==> src/rtl/core/hdc_ngr_pkg.sv <==
// Package for the hyperdimensional n-gram encoder: sizes, item codes and
// the records passed between the front end, the op queue and the back end.
// No dependencies.
package hdc_ngr_pkg;

  // Hypervector and encoder sizes
  localparam int DIM       = 64;
  localparam int NGRAM     = 4;
  localparam int ENTRIES   = 27;
  localparam int SUM_WIDTH = 32;

  // Port field widths
  localparam int KIND_W    = 2;
  localparam int SLOT_W    = 5;
  localparam int SYMBOL_W  = 8;
  localparam int HV_W      = 64;
  localparam int SUM_IDX_W = 6;
  localparam int SUM_OUT_W = 32;

  localparam int DIM_W = (DIM > 1) ? $clog2(DIM) : 1;
  localparam int ENT_W = (ENTRIES > 1) ? $clog2(ENTRIES) : 1;
  localparam int CNT_W = $clog2(NGRAM + 1);

  localparam logic signed [SUM_WIDTH-1:0] SUM_MAX = {1'b0, {(SUM_WIDTH-1){1'b1}}};
  localparam logic signed [SUM_WIDTH-1:0] SUM_MIN = {1'b1, {(SUM_WIDTH-1){1'b0}}};

  typedef enum logic [KIND_W-1:0] {
    KIND_LOAD   = 2'd0,
    KIND_SYMBOL = 2'd1,
    KIND_READ   = 2'd2,
    KIND_CLEAR  = 2'd3
  } kind_e;

  // Classified request handed from the front end to the back end
  typedef struct packed {
    kind_e                kind;
    logic                 hit;
    logic [DIM-1:0]       vec;
    logic [SUM_IDX_W-1:0] sum_index;
  } op_t;

  typedef struct packed {
    logic signed [SUM_OUT_W-1:0] sum_value;
    logic [SUM_IDX_W-1:0]        sum_position;
  } res_t;

endpackage

==> src/rtl/core/hdc_ngr_queue.sv <==
// Two-entry op queue between front end and back end.
// Depends on hdc_ngr_pkg.
module hdc_ngr_queue import hdc_ngr_pkg::*; (
  input  logic clk_i,
  input  logic rst_ni,
  input  logic push_i,
  input  op_t  op_i,
  output logic full_o,
  input  logic pop_i,
  output logic empty_o,
  output op_t  op_o
);

  op_t        ent_q [2];
  logic       wr_ptr_q, wr_ptr_d;
  logic       rd_ptr_q, rd_ptr_d;
  logic [1:0] cnt_q, cnt_d;
  logic       do_push, do_pop;

  assign full_o  = (cnt_q == 2'd2);
  assign empty_o = (cnt_q == 2'd0);
  assign op_o    = ent_q[rd_ptr_q];
  assign do_push = push_i && !full_o;
  assign do_pop  = pop_i && !empty_o;

  always_comb begin
    wr_ptr_d = wr_ptr_q ^ do_push;
    rd_ptr_d = rd_ptr_q ^ do_pop;
    cnt_d    = cnt_q + 2'(do_push) - 2'(do_pop);
  end

  always_ff @(posedge clk_i or negedge rst_ni) begin
    if (!rst_ni) begin
      wr_ptr_q <= 1'b0;
      rd_ptr_q <= 1'b0;
      cnt_q    <= '0;
    end else begin
      wr_ptr_q <= wr_ptr_d;
      rd_ptr_q <= rd_ptr_d;
      cnt_q    <= cnt_d;
    end
  end

  always_ff @(posedge clk_i) begin
    if (do_push) begin
      ent_q[wr_ptr_q] <= op_i;
    end
  end

endmodule

==> config.mk <==
export PLATFORM = sky130hd
export DESIGN_NAME = hdc_ngr_queue
export DESIGN_NICKNAME = d
export VERILOG_FILES = /design/src/rtl/core/hdc_ngr_pkg.sv /design/src/rtl/core/hdc_ngr_queue.sv
export SDC_FILE = /design/constraint.sdc
export NUM_CORES = 1
export LEC_CHECK = 0
export ABC_AREA = 1
export BUFFER_PORTS_ARGS = -buffer_cell sky130_fd_sc_hd__buf_4
export CORE_MARGIN = 8
export CORE_UTILIZATION = 35
export CTS_BUF_LIST = sky130_fd_sc_hd__clkbuf_4
export DETAILED_ROUTE_END_ITERATION = 12
export SLEW_MARGIN = 0
export SYNTH_ARGS = -nofsm -noshare
export SYNTH_HDL_FRONTEND = slang
export SYNTH_SLANG_ARGS = --single-unit
==> constraint.sdc <==
create_clock -name clk_i -period 7.2 [get_ports clk_i]
set_clock_uncertainty 0.15 [all_clocks]
set_input_delay 0.72 -clock clk_i [delete_from_list [all_inputs] [get_ports clk_i]]
set_output_delay 0.72 -clock clk_i [all_outputs]
set_load 0.01 [all_outputs]
==> impl_metrics.ini <==
[outcome]
outcome = finished, final reports clean

[drt]
drt_first_iter_violations = 185
vias_per_cell = 4.30
firstDrtPassIters = 4
drtAntennaViolNets = 0
wl_per_cell_um = 14.8
drcViolationCount = 0
routed_wl_um = 11800
num_vias = 3439

[final_layout]
finalNetCount = 651
drive_gt1_share_pct = 31.6
final_area_um2 = 7210
final_cell_mix = 228 x nand2_1, 153 x buf_4, 146 x edfxtp_1
final_core_util_pct = 45.7
fillers = 1476
syn_to_final_growth_pct = 29.1
diodes = 0
layout_commonest_cell = nand2_1

[sta]
grt_setup_unrepaired = no
drv_slew = 0
setup_slack_ns = 3.82
relSlewSlack_pct = 29.0
finalSetupViolations = 0
layout_worst_path_cycle_share_pct = 46.9
max_freq_ghz = 0.296
finalCriticalPeriod_ns = 3.38
setup_tns_ns = 0
hold_viol_final = 0
tightest_slew_ns = 1.06

[logic_synthesis]
synth-warning-count = 0
yosys.area.top_type = edfxtp_1
synth_area_per_cell_um2 = 13.5
synthTopCellsByArea = edfxtp_1 78%, nand2_1 15%, dfrtp_1 1.8%, buf_6 1.2%, buf_4 1.1%
yosysUniqueCellTypes = 12
ys_ff_latch = 150
netlist_area_um2 = 5590
yosysSeqAreaShare_pct = 80.3
synth_top_area_share_pct = 78.5
syn_inst = 413
synthesis.nets = 494

[clock_network]
cts_max_level = 4
cts.sinks = 150
cts_root_buf = clkbuf_4
clockBufferDepth = 2
cts_tree = done
clk_pin_slew_ns = 0.12
cts_setup_buffers = 0
cts_inserted_buffers = 17
clkLatencyLatePin_ns = 0.51

[die]
die-area_um2 = 20300
coreArea_um2 = 15800
rows = 46
pin_count = 152
die_w_um = 142
initial_utilization_pct = 35.4
fp.dieH_um = 142

[pwr]
power_density_nw_per_um2 = 393
fin_total_pwr_w = 0.00284
ir_worst_vdd_mv = 0.208
p_leak_nw = 3.08

[worst_setup_path]
r2r_setup_slack_ns = 4.96
rr_startpoint = cnt_q[1]$_DFF_PN0_
path_class = register to output port
start_kind = register
crit_fanout = 75
worstPathRequired_ns = 6.33
r2r_cells = 4
cp-end-kind = output port
worstPathArrival_ns = 2.51
r2r_end = ent_q[1][14]$_DFFE_PP_

[global_route]
grt_pass1_wl_um = 18900
track_usage_pct = 12.1
grt_pass1_vias = 3657
antenna_found_initial = 0
grt_max_degree = 76
overflow = 0

[worst_hold_path]
hold_depth = 1
hp-class = input pin to register
worstHoldStart = op_i[18]
whs_endpoint = ent_q[0][18]$_DFFE_PP_

[flow_run]
maxCapViolCount = 0

[placed_design]
postPlaceCellArea_um2 = 6900
place_ws_ns = 4.38
portBuffers = 151
gp_congestion = 0.728
dp_hpwl_um = 7430
-- logic make-up after synthesis --
group | synth area share (%)
buffers and inverters | 3.20
AND/OR/NAND/NOR | 15.6
AO/OA/AOI/OAI | 0.0895
adder cells (fa/ha/maj) | 0.896
flip-flops | 80.3
-- cell usage after synthesis --
master and instances:
buf_2 2, dfrtp_1 4, nand2_1 228, inv_2 1
edfxtp_1 146, buf_6 6, nor2_1 1, buf_4 8
nand3_1 2, ha_1 4, o21ai_0 1, inv_1 10
-- through the flow --
step,std cells,hold WS (ns)
3_5_place_dp,766,0.372
2_1_floorplan,413,0.274
5_1_grt,799,0.143
6_report,799,0.222
3_3_place_gp,766,0.371
4_1_cts,799,0.148
-- worst max-delay path, stage by stage (launching register included) --
cell and delay (ns):
dfrtp_2 0.40, buf_4 0.33, inv_2 0.12, buf_4 0.64
nand2_1 0.12, nand2_1 0.14, buf_4 0.13
-- sequential cells by signal (all words and copies together) (netlist names) --
signal,count
ent_q,146
cnt_q,2
rd_ptr_q,1
wr_ptr_q,1
-- final cells by class --
class	instances	area, µm²	share of cell area (%)
flip-flops and latches	150	4490	62.2
repair buffers	154	1160	16.1
multi-input cells	236	950	13.2
well taps	216	270	3.75
clock inverters	12	158	2.19
clock buffers	20	150	2.08
inverters	11	41.3	0.572
-- what timing repair did --
item                                   in CTS  in global routing
endpoints found under the hold margin       4                  0
hold buffers                                1                  0
resized for setup                           0                  0
-- routing by layer --
| layer | track usage, % | vias up | routed length (µm) |
|---|---|---|---|
| met3 | 5.33 | 7 | 1020 |
| li1 | - | 1695 | - |
| met4 | 4.03 | 0 | 89 |
| met1 | 13.7 | 1628 | 4780 |
| met5 | 0 | - | 0 |
| met2 | 20.2 | 109 | 5940 |
-- report_power, final --
group	internal, W	total, W	switching, W
sequential	0.00120	0.00124	0.0000460
combinational	0.000414	0.00104	0.000622
clock	0.000282	0.000561	0.000279
total	0.00189	0.00284	0.000946
-- how the worst max path moves through the flow --
stage / endpoint / start / cells after the start
3_5_place_dp: op_o[43] / rd_ptr_q$_DFF_PN0_ / 6
6_report: op_o[43] / rd_ptr_q$_DFF_PN0_ / 6
3_3_place_gp: op_o[43] / rd_ptr_q$_DFF_PN0_ / 6
4_1_cts: op_o[43] / rd_ptr_q$_DFF_PN0_ / 6
5_1_grt: op_o[4] / rd_ptr_q$_DFF_PN0_ / 6
2_1_floorplan: ent_q[1][0]$_DFFE_PP_ / push_i / 3
Note: power is estimated with default switching activity, not from simulation.
