### src/rtl/core/hdc_ngr_pkg.sv
// Package for the hyperdimensional n-gram encoder: sizes, item codes and
// the records passed between the front end, the op queue and the back end.
// No dependencies.
package hdc_ngr_pkg;

  // Hypervector and encoder sizes
  localparam int DIM       = 64;
  localparam int NGRAM     = 4;
  localparam int ENTRIES   = 27;
  localparam int SUM_WIDTH = 32;

  // Port field widths
  localparam int KIND_W    = 2;
  localparam int SLOT_W    = 5;
  localparam int SYMBOL_W  = 8;
  localparam int HV_W      = 64;
  localparam int SUM_IDX_W = 6;
  localparam int SUM_OUT_W = 32;

  localparam int DIM_W = (DIM > 1) ? $clog2(DIM) : 1;
  localparam int ENT_W = (ENTRIES > 1) ? $clog2(ENTRIES) : 1;
  localparam int CNT_W = $clog2(NGRAM + 1);

  localparam logic signed [SUM_WIDTH-1:0] SUM_MAX = {1'b0, {(SUM_WIDTH-1){1'b1}}};
  localparam logic signed [SUM_WIDTH-1:0] SUM_MIN = {1'b1, {(SUM_WIDTH-1){1'b0}}};

  typedef enum logic [KIND_W-1:0] {
    KIND_LOAD   = 2'd0,
    KIND_SYMBOL = 2'd1,
    KIND_READ   = 2'd2,
    KIND_CLEAR  = 2'd3
  } kind_e;

  // Classified request handed from the front end to the back end
  typedef struct packed {
    kind_e                kind;
    logic                 hit;
    logic [DIM-1:0]       vec;
    logic [SUM_IDX_W-1:0] sum_index;
  } op_t;

  typedef struct packed {
    logic signed [SUM_OUT_W-1:0] sum_value;
    logic [SUM_IDX_W-1:0]        sum_position;
  } res_t;

endpackage

### src/rtl/core/hdc_ngr_front.sv
// Front end: accepts requests, keeps the item memory and does the symbol lookup.
// Depends on hdc_ngr_pkg.
module hdc_ngr_front import hdc_ngr_pkg::*; (
  input  logic                 clk_i,
  input  logic                 rst_ni,
  input  logic                 push_i,
  input  logic                 q_full_i,
  input  logic [KIND_W-1:0]    kind_i,
  input  logic [SLOT_W-1:0]    slot_i,
  input  logic [SYMBOL_W-1:0]  symbol_i,
  input  logic [HV_W-1:0]      hv_bits_i,
  input  logic [SUM_IDX_W-1:0] sum_index_i,
  output logic                 q_push_o,
  output op_t                  q_op_o
);

  logic [SYMBOL_W-1:0] sym_q [ENTRIES];
  logic [DIM-1:0]      vec_q [ENTRIES];
  logic [ENTRIES-1:0]  valid_q;

  logic             accept;
  kind_e            kind;
  logic             load_en;
  logic             hit;
  logic [ENT_W-1:0] hit_idx;

  assign accept  = push_i && !q_full_i;
  assign kind    = kind_e'(kind_i);
  assign load_en = accept && (kind == KIND_LOAD) &&
                   ({1'b0, slot_i} < (SLOT_W+1)'(ENTRIES));

  // Lowest matching valid entry wins: scan downward so the last hit stands.
  always_comb begin
    hit     = 1'b0;
    hit_idx = '0;
    for (int i = ENTRIES - 1; i >= 0; i--) begin
      if (valid_q[i] && (sym_q[i] == symbol_i)) begin
        hit     = 1'b1;
        hit_idx = ENT_W'(i);
      end
    end
  end

  always_ff @(posedge clk_i or negedge rst_ni) begin
    if (!rst_ni) begin
      valid_q <= '0;
      for (int i = 0; i < ENTRIES; i++) begin
        sym_q[i] <= '0;
      end
    end else if (load_en) begin
      valid_q[ENT_W'(slot_i)] <= 1'b1;
      sym_q[ENT_W'(slot_i)]   <= symbol_i;
    end
  end

  always_ff @(posedge clk_i) begin
    if (load_en) begin
      vec_q[ENT_W'(slot_i)] <= hv_bits_i[DIM-1:0];
    end
  end

  // Loads are finished here; everything else goes to the back end.
  assign q_push_o         = accept && (kind != KIND_LOAD);
  assign q_op_o.kind      = kind;
  assign q_op_o.hit       = hit;
  assign q_op_o.vec       = vec_q[hit_idx];
  assign q_op_o.sum_index = sum_index_i;

endmodule

### config.mk
export PLATFORM = sky130hd
export DESIGN_NAME = hdc_ngr_front
export DESIGN_NICKNAME = d
export VERILOG_FILES = /design/src/rtl/core/hdc_ngr_pkg.sv /design/src/rtl/core/hdc_ngr_front.sv
export SDC_FILE = /design/constraint.sdc
export NUM_CORES = 2
export LEC_CHECK = 0
export BUFFER_PORTS_ARGS = -buffer_cell sky130_fd_sc_hd__buf_2
export CORE_UTILIZATION = 60
export DETAILED_ROUTE_END_ITERATION = 16
export PLACE_DENSITY = 0.77
export SLEW_MARGIN = 20
export SYNTH_ARGS = -nofsm -noshare
export SYNTH_HDL_FRONTEND = slang
export SYNTH_SLANG_ARGS = --single-unit
### constraint.sdc
create_clock -name clk_i -period 5.9 [get_ports clk_i]
set_input_delay 0.885 -clock clk_i [delete_from_list [all_inputs] [get_ports clk_i]]
set_output_delay 0.885 -clock clk_i [all_outputs]
set_load 0.005 [all_outputs]
==> impl_metrics.json <==
{
  "vias": 49900,
  "place_area_um2": 83700,
  "synth_fp_nets": 5781,
  "drc_errors": 0,
  "cp.depth": 17,
  "cts_root_buf": "clkbuf_16",
  "worst-path-buf-inv": 6,
  "fin_util_pct": 69.0,
  "path_common_cell": "buf_4",
  "dpl.hpwl_um": 109000,
  "syn_area_um2": 78900,
  "yosysSeqAreaShare_pct": 73.5,
  "ant_nets": 0,
  "die_width_um": 365,
  "place_congestion": 0.844,
  "r2r-end": "valid_q[11]",
  "cp_cell_sequence": "buf_2, buf_4, xnor2_1, nand3_1, or3_1, o31ai_2, nor2_1, a221oi_4, buf_4, buf_12, nand2_1, nand3_1, a21oi_1, nor4_1, buf_4, o31a_1, buf_2",
  "crit_start": "symbol_i[7]",
  "yosys_warnings": 0,
  "crit_type": "input pin to output pin",
  "final_common_cell": "edfxtp_1",
  "finalHoldViolCount": 0,
  "overflow": 0,
  "n_fill_cell": 8323,
  "p_per_area_nw_per_um2": 309,
  "p_leak_nw": 31.2,
  "clock-sinks": 1971,
  "drt-wirelength-per-cell_um": 26.1,
  "synth_top_area_share_pct": 65.8,
  "rsz0062_at_grt": "false",
  "startpoint_type": "input pin",
  "cts_tree": "done",
  "crit_path_end_kind": "output pin",
  "worstRegToRegCells": 1,
  "clkTransAtPathRegs_ps": 60,
  "crit_family": "buffers and inverters",
  "post_synth.cell_area_avg_um2": 13.9,
  "area.growth.synth_to_final_pct": 13.7,
  "worstPathRequired_ps": 5020,
  "first_global_vias": 48300,
  "fin_cells": 7842,
  "yosys.area.top_type": "edfxtp_1",
  "maxCapViolations": 0,
  "tightest_slew_ps": 1160,
  "ys.flop_type": "edfxtp_1",
  "routed_via_density": 6.36,
  "rows": 132,
  "numCtsBuffers": 187,
  "drv_slew": 0,
  "most-common-layout-cells": "edfxtp_1 (1728), nand2_1 (1225), nand3_1 (376)",
  "synth_cells": 5692,
  "outcome": "finished clean",
  "reg2reg_from": "valid_q[11]",
  "reg2reg_slack_ps": 5080,
  "setup_viol": 0,
  "placedCellCount": 7494,
  "skew_ps": 0,
  "period_minus_slack_ps": 5720,
  "nNetsFinal": 6032,
  "hold_depth": 3,
  "fin_crit_sh_pct": 96.9,
  "ctsHtreeMaxLevel": 4,
  "drive_above_1_share_pct": 15.3,
  "hold_ws_ps": 412,
  "crit_fanout": 70,
  "design_area_um2": 89700,
  "totalWireLength_um": 205000,
  "total_power_mw": 27.7,
  "slowest_delay_ps": 450,
  "die_h_um": 365,
  "min_path_type": "input pin to register",
  "arrival_ps": 4830,
  "synthTopCellsByArea": "edfxtp_1 (66%), dfrtp_1 (7.7%), nand2_1 (5.8%), mux2i_1 (2.9%), nand3_1 (2.4%)",
  "peakVddDrop_v": 0.000296,
  "drt_first_iter_violations": 6513,
  "grt_use_total_pct": 30.8,
  "synth_edf_count": 1728,
  "io_pins": 163,
  "clock.fmax_ghz": 0.175,
  "clk_path_buf_depth": 3,
  "drt-pass1-iter-count": 6,
  "grt_pass1_wl_um": 302000,
  "clkLatencyLatePin_ps": 830,
  "yosys_register_bits": 1971,
  "relSlewSlack_pct": 22.4,
  "port_buffers": 150,
  "grt_max_degree": 140,
  "hp-start": "symbol_i[0]",
  "synth_cell_types": 53,
  "cts_setup_buffers": 0,
  "dieArea_um2": 133000,
  "start_util_pct": 60.7,
  "multi_input_area_um2": 19400,
  "seq_area_um2": 58000,
  "antenna_found_initial": 12,
  "min_to": "sym_q[104]",
  "cp_slowest_cell": "a221oi_4",
  "synthArstFlopShare_pct": 12.3,
  "core_um2": 130000
}
==> synthesized netlist by cell type, drive strengths merged, types with 4 or more instances <==
cell / count
or3: 19
xnor2: 188
a21oi: 356
nand2: 1227
nand2b: 14
nand3b: 4
or2: 30
clkbuf: 120
nand3: 380
nor3: 155
a31oi: 32
a21o: 16
xor2: 28
mux2i: 231
nor2b: 5
dfrtp: 243
a211oi: 30
edfxtp: 1728
clkinv: 11
nand4: 82
buf: 243
and3: 32
o31a: 34
mux2: 157
a221oi: 31
nor4: 42
o21ai: 72
o22ai: 126
nor2: 36
==> sequential cells by signal, summed over array words and instances (netlist names) <==
register and count:
sym_q 216, valid_q 27, vec_q 1728
==> logic make-up (layout without fill, tap and decap cells) <==
family	count (synthesis)	count (layout)	synth area share (%)
buffers and inverters	374	778	2.29
muxes	388	388	5.17
DFF	1971	1971	73.5
AOI/OAI and AO/OA	706	706	5.27
and+or+nand+nor	2037	2037	11.4
other	0	4	0
xor gates and xnor gates	216	216	2.40
==> power by group <==
part	internal (mW)	leakage (nW)	total [mW]	switching, mW
Clock	6.55	2.88	11.6	5.07
Sequential	15.3	18.9	15.3	0.0572
Combinational	0.276	9.48	0.786	0.510
Total	22.1	31.2	27.7	5.64
==> metal layers <==
layer	part of all wire, %	vias up	track usage (%)
li1	-	21500	-
met1	38	24800	43.3
met2	47	3092	48.2
met3	11	505	5.87
met4	3.6	12	11.9
met5	0.032	-	0
==> worst max path at each step <==
stage | endpoint | slack (ps)
2_1_floorplan | sym_q[168] | 480
6_report | q_op_o[39] | 180
3_3_place_gp | q_op_o[64] | -70
5_1_grt | q_op_o[43] | 10
4_1_cts | q_op_o[33] | 20
3_5_place_dp | q_op_o[64] | -20
==> metrics by stage <==
step	setup WS [ps]	setup TNS, ps
final	182	0
after global routing	13.1	0
after CTS	23.5	0
after detailed placement	-20.6	-28.2
after global placement	-74.6	-103
after floorplan	480	0
==> cell type report <==
cell class,count,area share (%)
antenna,4,0.0112
clock inverter,94,0.849
sequential,1971,64.6
tap,1742,2.43
multi-input combinational,3347,21.6
clock buffer,248,5.69
timing repair buffer,425,4.67
inverter,11,0.0767
==> repair_timing <==
item | in CTS | in global routing
resized for setup | 2 | 22
endpoints found under the hold margin | 0 | 42
endpoints found under the setup margin | 2 | 55
pin swaps | 0 | 0
hold buffers | 0 | 1
Power figures use the tool's default switching activity.
